**src/design/skt_pkg.sv**
```systemverilog
// skt_pkg: shared types and codes for the smallest-k tracker
// beat structs for the request and response channels, opcode values
// no dependencies
package skt_pkg;

	localparam int VALUE_W = 32;
	localparam int COUNT_W = 7;

	localparam logic OP_INSERT = 1'b0;
	localparam logic OP_QUERY  = 1'b1;

	typedef struct packed {
		logic                       opcode;
		logic signed [VALUE_W-1:0]  value;
		logic        [COUNT_W-1:0]  count;
	} req_t;

	typedef struct packed {
		logic signed [VALUE_W-1:0]  value_res;
		logic                       valid_res;
		logic                       last;
	} rsp_t;

endpackage

```
**src/design/smallest_k_tracker_unit.sv**
```systemverilog
// smallest_k_tracker_unit: keeps the CAPACITY smallest values inserted, sorted ascending
// one single-port-write memory, one shared signed compare, small sequencer
// depends on skt_pkg
//
//  channel | direction | flow control       | beat
//  --------+-----------+--------------------+--------------------------------
//  req     | in        | req_valid/req_stall| opcode, value, count (req_t)
//  rsp     | out       | rsp_valid/rsp_stall| value_res, valid_res, last (rsp_t)
//
// insert: into an empty store the value is written in the accept cycle, else one entry
//   is shifted up per step; a full store first compares against its largest entry (a
//   dropped value ends there); the loop is read entry, compare, write it one up
// query: accept, then per result beat a memory read, then a load of the output register,
//   which waits while rsp is full; an empty answer is loaded in the accept cycle
// reset clears the fill count, sequencer and output register, not the store; the store needs no clearing pass
// req_stall is high while the sequencer is busy, and for a query while rsp is full
module smallest_k_tracker_unit import skt_pkg::*; #(
	parameter int CAPACITY = 64
) (
	input  logic clk,
	input  logic arst_n,
	input  logic req_valid,
	output logic req_stall,
	input  req_t req,
	output logic rsp_valid,
	input  logic rsp_stall,
	output rsp_t rsp
);

	localparam int AW = $clog2(CAPACITY);     // store address width
	localparam int CW = $clog2(CAPACITY + 1); // fill count width

	typedef enum logic [2:0] {
		ST_IDLE,
		ST_INS_TOP,    // compare new value against the largest of a full store
		ST_INS_SHIFT,  // compare against entry idx-1, shift it up or drop value in
		ST_INS_PUT,    // value lands in entry 0
		ST_Q_RD,       // read entry k
		ST_Q_LD        // move read data into the output register
	} state_t;

	state_t                    state_q;
	logic   [AW-1:0]           idx_q;     // insertion slot / write address
	logic   [AW-1:0]           k_q;       // query read index
	logic   [CW-1:0]           held_q;    // number of valid entries
	logic   [CW-1:0]           n_q;       // beats this query gives
	logic signed [VALUE_W-1:0] val_q;     // value being inserted
	logic signed [VALUE_W-1:0] rd_q;      // registered memory read data
	logic signed [VALUE_W-1:0] store_q [CAPACITY];
	rsp_t                      rsp_q;
	logic                      rsp_valid_q;

	// memory port controls
	logic                      mem_we;
	logic   [AW-1:0]           mem_wa;
	logic signed [VALUE_W-1:0] mem_wd;
	logic                      mem_re;
	logic   [AW-1:0]           mem_ra;

	logic                      req_acc;
	logic                      out_free;
	logic                      full;
	logic                      greater;   // shared compare: stored entry above new value
	logic                      q_last;
	logic   [COUNT_W-1:0]      q_num;
	logic                      rsp_load;  // output register takes a new beat this cycle

	assign out_free  = !rsp_valid_q || !rsp_stall;
	assign full      = (held_q == CW'(CAPACITY));
	assign req_stall = (state_q != ST_IDLE) || (!out_free && req.opcode == OP_QUERY);
	assign req_acc   = req_valid && !req_stall;
	assign greater   = (rd_q > val_q);
	assign q_last    = ((CW'(k_q) + CW'(1)) == n_q);
	// clip the request to what is held
	assign q_num     = (req.count < COUNT_W'(held_q)) ? req.count : COUNT_W'(held_q);
	assign rsp_load  = (req_acc && req.opcode == OP_QUERY && q_num == '0)
		|| (state_q == ST_Q_LD && out_free);

	assign rsp_valid = rsp_valid_q;
	assign rsp       = rsp_q;

	// memory port steering
	always_comb begin
		mem_we = 1'b0;
		mem_wa = idx_q;
		mem_wd = val_q;
		mem_re = 1'b0;
		mem_ra = k_q;
		unique case (state_q)
			ST_IDLE: begin
				if (req_acc && req.opcode == OP_INSERT) begin
					if (held_q == '0) begin
						mem_we = 1'b1;
						mem_wa = '0;
						mem_wd = req.value;
					end else if (full) begin
						mem_re = 1'b1;
						mem_ra = AW'(CAPACITY - 1);
					end else begin
						mem_re = 1'b1;
						mem_ra = AW'(held_q - CW'(1));
					end
				end
			end
			ST_INS_TOP: begin
				if (greater) begin
					mem_re = 1'b1;
					mem_ra = AW'(CAPACITY - 2);
				end
			end
			ST_INS_SHIFT: begin
				mem_we = 1'b1;
				mem_wa = idx_q;
				if (greater) begin
					mem_wd = rd_q;
					if (idx_q != AW'(1)) begin
						mem_re = 1'b1;
						mem_ra = idx_q - AW'(2);
					end
				end
			end
			ST_INS_PUT: begin
				mem_we = 1'b1;
				mem_wa = '0;
			end
			ST_Q_RD: begin
				mem_re = 1'b1;
				mem_ra = k_q;
			end
			ST_Q_LD: begin
			end
			default: begin
			end
		endcase
	end

	// store: one write and one registered read per cycle
	always_ff @(posedge clk) begin
		if (mem_we) begin
			store_q[mem_wa] <= mem_wd;
		end
		if (mem_re) begin
			rd_q <= store_q[mem_ra];
		end
	end

	// sequencer and output register
	always_ff @(posedge clk or negedge arst_n) begin
		if (!arst_n) begin
			state_q     <= ST_IDLE;
			held_q      <= '0;
			rsp_valid_q <= 1'b0;
			idx_q       <= '0;
			k_q         <= '0;
			n_q         <= '0;
			val_q       <= '0;
			rsp_q       <= '0;
		end else begin
			if (rsp_valid_q && !rsp_stall && !rsp_load) begin
				rsp_valid_q <= 1'b0;
			end
			unique case (state_q)
				ST_IDLE: begin
					if (req_acc) begin
						val_q <= req.value;
						if (req.opcode == OP_INSERT) begin
							if (held_q == '0) begin
								held_q <= CW'(1);
							end else if (full) begin
								state_q <= ST_INS_TOP;
							end else begin
								idx_q   <= AW'(held_q);
								state_q <= ST_INS_SHIFT;
							end
						end else if (q_num == '0) begin
							// empty answer: one beat, no data
							rsp_q.value_res <= '0;
							rsp_q.valid_res <= 1'b0;
							rsp_q.last      <= 1'b1;
							rsp_valid_q     <= 1'b1;
						end else begin
							n_q     <= CW'(q_num);
							k_q     <= '0;
							state_q <= ST_Q_RD;
						end
					end
				end
				ST_INS_TOP: begin
					if (greater) begin
						// evict the largest; start shifting below it
						idx_q   <= AW'(CAPACITY - 1);
						state_q <= ST_INS_SHIFT;
					end else begin
						state_q <= ST_IDLE;
					end
				end
				ST_INS_SHIFT: begin
					if (greater) begin
						idx_q <= idx_q - AW'(1);
						if (idx_q == AW'(1)) begin
							state_q <= ST_INS_PUT;
						end
					end else begin
						if (!full) begin
							held_q <= held_q + CW'(1);
						end
						state_q <= ST_IDLE;
					end
				end
				ST_INS_PUT: begin
					if (!full) begin
						held_q <= held_q + CW'(1);
					end
					state_q <= ST_IDLE;
				end
				ST_Q_RD: begin
					state_q <= ST_Q_LD;
				end
				ST_Q_LD: begin
					if (out_free) begin
						rsp_q.value_res <= rd_q;
						rsp_q.valid_res <= 1'b1;
						rsp_q.last      <= q_last;
						rsp_valid_q     <= 1'b1;
						if (q_last) begin
							state_q <= ST_IDLE;
						end else begin
							k_q     <= k_q + AW'(1);
							state_q <= ST_Q_RD;
						end
					end
				end
				default: begin
					state_q <= ST_IDLE;
				end
			endcase
		end
	end

`ifndef ASSERT_OFF
	// fill count never passes the capacity
	a_held_bound: assert property (@(posedge clk) disable iff (!arst_n)
		held_q <= CW'(CAPACITY))
		else $error("fill count above capacity");

	// fill count only ever grows by one
	a_held_step: assert property (@(posedge clk) disable iff (!arst_n)
		held_q != $past(held_q) |-> held_q == $past(held_q) + CW'(1))
		else $error("fill count jumped");

	// a pending beat that is not the last one belongs to a running query
	a_query_open: assert property (@(posedge clk) disable iff (!arst_n)
		rsp_valid_q && !rsp_q.last |-> (state_q == ST_Q_RD || state_q == ST_Q_LD))
		else $error("non-final beat outside a query");
`endif

endmodule
```
**config.mk**
```make
export PLATFORM = sky130hd
export DESIGN_NAME = smallest_k_tracker_unit
export DESIGN_NICKNAME = d
export VERILOG_FILES = /design/src/design/skt_pkg.sv /design/src/design/smallest_k_tracker_unit.sv
export SDC_FILE = /design/constraint.sdc
export NUM_CORES = 2
export LEC_CHECK = 0
export BUFFER_PORTS_ARGS = -buffer_cell sky130_fd_sc_hd__clkbuf_2
export CAP_MARGIN = 20
export CORE_ASPECT_RATIO = 1.1
export CORE_MARGIN = 4
export CORE_UTILIZATION = 41
export DETAILED_ROUTE_END_ITERATION = 6
export SLEW_MARGIN = 30
export SYNTH_ARGS = -nofsm -noshare
export SYNTH_HDL_FRONTEND = slang
export SYNTH_SLANG_ARGS = --single-unit
```
**constraint.sdc**
```tcl
create_clock -name clk -period 6.62 [get_ports clk]
set_input_delay 0 -clock clk [delete_from_list [all_inputs] [get_ports clk]]
set_output_delay 0 -clock clk [all_outputs]
set_load 0.005 [all_outputs]
```
* After elaboration in Yosys (flattened, before gate mapping)
Memory sizes are Yosys's and may differ from the RTL's. A register that Yosys moved wholly into a read port is not among the register bits.
Index checks and enable logic that the tools add are counted.
Widths: inputs -> output; s select.
** Cells by class
- Add/sub/neg operators :: 6
- Multipliers :: 0
- Divide/modulo/power cells :: 0
- $lt $le $gt $ge :: 2
- Equality and inequality tests :: 25
- Shift-type cells :: 0
- Mux-type cells :: 67
- Bitwise logic cells :: 2
- Reduce and logical (&&, ||, !) cells :: 31
** Operators with widths (count)
- $mux 34 :: 4
- $mux 6 :: 19
- $mux 32 :: 3
- $pmux 34 s2 :: 1
- $pmux 32 s2 :: 1
- $mux 7 :: 6
- $pmux 6 s3 :: 2
- $gt 32x32->1 :: 1
- $ne 2x2->1 const B :: 13
- $mux 3 :: 8
- $pmux 6 s2 :: 2
- $pmux 7 s3 :: 1
- $pmux 3 s5 :: 1
- $reduce_and 5->1 :: 3
- $logic_not 7->1 :: 2
- $mux 1 :: 14
- $sub 6x1->6 const B :: 2
- $ne 3x3->1 const B :: 3
- $reduce_bool 3->1 :: 3
- $logic_and 1x1->1 :: 8
- $add 6x1->7 const B :: 1
- $add 7x1->7 const B :: 1
- $eq 7x7->1 :: 1
- $eq 7x7->1 const B :: 1
- 21 further kinds :: 32
** Word-level totals
- Flip-flop bits (word level) :: 96
- Latch bits :: 0
- Bits in writable memories :: 2048
- Bits in read-only memories :: 0
- Input port bits :: 44
- Output and inout port bits :: 36
- Word-level logic and storage cells :: 144
- Memories :: 1
** Memory list
- store_q :: words 64, bits a word 32, read ports 1, clocked after memory_dff 1, write ports 1, line smallest_k_tracker_unit.sv:49 : logic signed [VALUE_W-1:0] store_q [CAPACITY];

* Logic depth before layout (Yosys ltp)
- Depth in word-level cells :: 17
- Depth in mapped cells :: 19
- Depth with buffers taken out :: 14

* Worst setup path before layout
Ideal clock, no wire load.
- Path type :: reg-to-reg
- Start :: register rd_q[31] (read register of store_q)
- End :: register rd_q[0] (read register of store_q) (enable)
- Setup time :: 0.511 ns
- Arrival time :: 5.349 ns
- Data required time :: 6.109 ns
- Path slack :: 0.760 ns
- Stages on the path, launching flop included :: 9
- Buffers on the path :: 1
- Period minus slack after synthesis :: 5.860 ns
- Path through :: edfxtp_1 -> ha_1 -> nand4_2 -> nor3_1 -> a221o_1 -> or3_1 -> and3_1 -> buf_6 -> o41ai_1
** On the way
- Longest elaborated chain between the ends :: 3
- Elaborated cells on any way between the ends :: 7
- Those cells by class :: 1 x order compare; 6 x mux
** Ends and longest elaborated chain
- from (decl) :: line smallest_k_tracker_unit.sv:48 : logic signed [VALUE_W-1:0] rd_q;
- $gt 32x32->1 * :: line smallest_k_tracker_unit.sv:72 : assign greater = (rd_q > val_q);
- $mux 1 (on tied branches) :: line smallest_k_tracker_unit.sv:114, smallest_k_tracker_unit.sv:106
- $pmux 1 s4 * :: line smallest_k_tracker_unit.sv:89 : unique case (state_q)
- named net mem_re :: line smallest_k_tracker_unit.sv:57 : logic mem_re;
The timed path passes the listed nets; every way through them passes the cells marked *.
A chain may end at the register's enable or synchronous reset.

* Worst setup path in the final report
- Start :: register rd_q[31] (read register of store_q)
- End :: register rd_q[2] (read register of store_q), data pin
** On the way
- Longest elaborated chain between the ends :: 3
- Elaborated cells on any way between the ends :: 7
- Those cells by class :: 1 x order compare; 6 x mux
** Ends and longest elaborated chain
- $gt 32x32->1 * :: line smallest_k_tracker_unit.sv:72
- $mux 1, or another cell as far along :: line smallest_k_tracker_unit.sv:114 : if (greater) begin
- $pmux 1 s4 / $pmux 6 s3 (equally long branches) :: line smallest_k_tracker_unit.sv:89
Every way passes the cells marked *; elsewhere a longest branch is shown, timed or not.

==> key figures <==
Timing
  • Final setup TNS: 0 ns
  • Setup ws final: 0.109 ns
  • Fin crit share: 98.4%
  • Fmax: 154 MHz
  • Worst slew margin: 28.3%
  • Final setup viols: 0
  • Actual slew at the worst max-slew pin: 1.08 ns
  • Max-slew violations: 0
  • Skew final: 0.0602 ns
  • Fin. Hold Viols: 0
  • Final min period: 6.51 ns
  • RSZ-0062 raised after global routing: false

Placement
  • Port buffer count: 79
  • Post-DP Area: 92,300 um2
  • GPL Wtd Cong: 0.913
  • DP HPWL: 159,000 um
  • Cell count after placement: 8,378
  • Pre-CTS WS: 0.378 ns

Route
  • Wirelength per Cell: 29.5 um
  • Routed wire length: 263,000 um
  • First-pass DRT Iterations: 7
  • DRT antenna net count: 0
  • Vias: 53,542
  • Drt initial violations: 7,292
  • Vias per cell: 6.00
  • DRC violations left: 5

Die
  • # IOs: 80
  • Die height: 491 um
  • Core ar.: 210,000 um2
  • Chip Width: 447 um
  • Cell row count: 176
  • Initial Util: 41.4%
  • Die area: 219,000 um2

Finish
  • Design area: 101,000 um2
  • Nets: 6,073
  • Footprint of the multi-input gates: 20,700 um2
  • Share of post-route cells with drive strength above 1: 16.3%
  • FF+latch area: 64,900 um2
  • Area grow syn2layout: 15.7%
  • Finished Layout Cells: 8,922
  • Fill count: 17,675

Pwr
  • Pint: 30,800 uW
  • Fraction of power consumed by sequential logic: 37.3%
  • Comb power frac: 39.8%
  • Net Switching: 20,200 uW
  • Leakage: 0.0340 uW
  • Maximum vdd drop: 0.412 mV
  • Net Sw Frac: 39.6%
  • Cell area power density: 508 nW/um2
  • Clock network power share: 23.0%

Synthesis
  • Post-synth EDFFs: 2,080
  • Cell taking the most area after synthesis: edfxtp_1
  • Synth warn: 0
  • Flops & latches, synth: 2,176
  • Post-synth top flop: edfxtp_1
  • Most common cell in the netlist: edfxtp_1
  • Largest cells by area after synthesis: edfxtp_1 72%, mux4_2 5.9%, nand2_1 5.2%
  • Top cells by count, synth: 2,080 x edfxtp_1, 1,208 x nand2_1, 332 x nand3_1
  • Syn_area_per_cell: 15.4 um2
  • Synthesized area: 86,900 um2
  • Post-synthesis sequential area ratio: 74.6%
  • Cells after Synth: 5,629
  • Asr flop ratio synth: 4.41%
  • Syn_nets: 5,718
  • Synth top area share: 71.9%
  • Synth cell types: 81

Hold path
  • Worst min path class: input port to register

CTS
  • Clk_lat worst skew: 0.86 ns
  • Reg clk slew, reported paths: 0.07 ns
  • Root Buffer: clkbuf_16
  • H-tree Lvls: 4
  • Clk buf depth: 3
  • Number of CTS-inserted buffers: 205
  • Sink Count: 2,176
  • Post-CTS Resized: 0
  • CTS tree: yes

Run
  • Max-capacitance violation count: 0

Global route
  • Number of global-route vias before repair: 50,481
  • Initial antenna violation count: 9
  • Global route total overflow: 0
  • Largest net degree at the start of global routing: 91
  • Wire length of the first global-routing pass: 375,000 um
  • GRT Total Usage: 23.6%

Setup path
  • Critical path data required time: 7.17 ns
  • Critical path class: register to register
  • Register-to-register setup slack: 0.11 ns
  • Crit end category: register
  • Crit-path max FO: 32
  • WP data arrival: 7.06 ns
  • Crit path launch type: register

Outcome
  • Failing checks: DRC
  • Status: finished, violations left
[worst paths after layout]
| check | startpoint | end | cells after the start |
|---|---|---|---|
| worst max-delay path | rd_q[31] | rd_q[2] | 14 |
| worst min-delay path | rsp_stall | state_q[2] | 4 |
| worst max register to register | rd_q[31] | rd_q[2] | 14 |
| worst min register to register | rsp[1] | rsp[1] | 2 |
| max in group asynchronous | arst_n | idx_q[5] | 4 |
| min in group asynchronous | arst_n | rsp[18] | 4 |
[power by group through the flow]
stage / clock network (uW) / registers [uW] / logic [uW]
after floorplan: 0 / 19100 / 10400
after global placement: 0 / 19200 / 19400
after detailed placement: 0 / 19300 / 19700
after CTS: 11900 / 19000 / 20000
after global routing: 12400 / 19000 / 21300
final: 11700 / 19000 / 20300
[routing by layer]
| metal | share of wire [%] | vias up | wire [um] | global-route usage [%] |
|---|---|---|---|---|
| met5 | 0.0049 | - | 13 | 0 |
| met4 | 4.2 | 2 | 11200 | 9.11 |
| met3 | 11 | 447 | 28000 | 4.79 |
| li1 | - | 22361 | - | - |
| met1 | 40 | 27671 | 106000 | 33.9 |
| met2 | 45 | 3061 | 119000 | 35.5 |
[cells by family (layout without fill, tap and decap cells)]
| logic type | Yosys count | after routing | share of synthesized area [%] |
|---|---|---|---|
| flops | 2176 | 2176 | 74.6 |
| simple gates | 1908 | 1908 | 9.38 |
| compound gates | 720 | 720 | 5.69 |
| buf+inv | 424 | 955 | 2.30 |
| mux | 335 | 335 | 7.13 |
| fa+ha+maj | 45 | 45 | 0.648 |
| xor+xnor | 21 | 21 | 0.212 |
| other cells | 0 | 3 | 0 |
[layout by cell type, fill, tap and decap left out, drive strengths merged, types with 15 or more instances in the layout]
master	Yosys	final
a31oi	85	85
a311oi	48	48
a22oi	15	15
mux4	227	227
o21ai	124	124
bufinv	0	20
a32oi	35	35
mux2i	107	107
dfrtp	96	96
buf	234	259
nand2	1209	1209
o221a	17	17
a21oi	181	181
edfxtp	2080	2080
dlygate4sd3	0	157
nand4	48	48
nor2	142	142
and3	92	92
nand3	332	332
a222oi	32	32
clkinv	0	106
inv	78	85
ha	45	45
a21o	25	25
o22ai	34	34
nor3	32	32
clkbuf	112	323
[per-stage QoR]
step	util [%]	power (uW)	hold WS, ns
global placement	43.9	38700	-0.0320
finish	47.9	51100	0.122
global route	47.9	52700	0.117
floorplan	-	29500	-0.296
detailed placement	44.0	38900	-0.0375
CTS	47.9	50900	0.0589
[sequential cells by signal, indices dropped and copies added, names as in the netlist]
signal     flops
k_q            6
n_q            7
rsp_valid      1
store_q     2048
rsp           34
val_q         32
state_q        3
idx_q          6
held_q         7
rd_q          32
[worst max-delay path, stage by stage (launching register included)]
cell and delay, ns:
edfxtp_1 0.61, ha_1 0.53, nand4_2 0.22, nor4_1 0.49, and4_1 0.58, a31oi_1 0.11, buf_4 0.23, a211o_1 0.34
o31ai_4 0.10, buf_4 0.56, nor2_1 0.23, nand2_1 0.68, o22ai_1 0.23, or4_1 0.68, a32oi_1 0.61
[repair_timing]
action,4_1_cts,5_1_grt
setup buffers,0,0
endpoints found under the hold margin,430,0
hold buffers,158,0
[layout make-up]
| cell class | count | area share (%) |
|---|---|---|
| diodes | 3 | 0.00747 |
| clock buffers | 245 | 5.34 |
| flip-flops and latches | 2176 | 64.5 |
| inverters | 78 | 0.298 |
| repair buffers | 494 | 4.55 |
| clock inverters | 138 | 1.25 |
| multi-input cells | 3029 | 20.6 |
| well taps | 2759 | 3.43 |
Note: power is estimated with default switching activity, not from simulation.
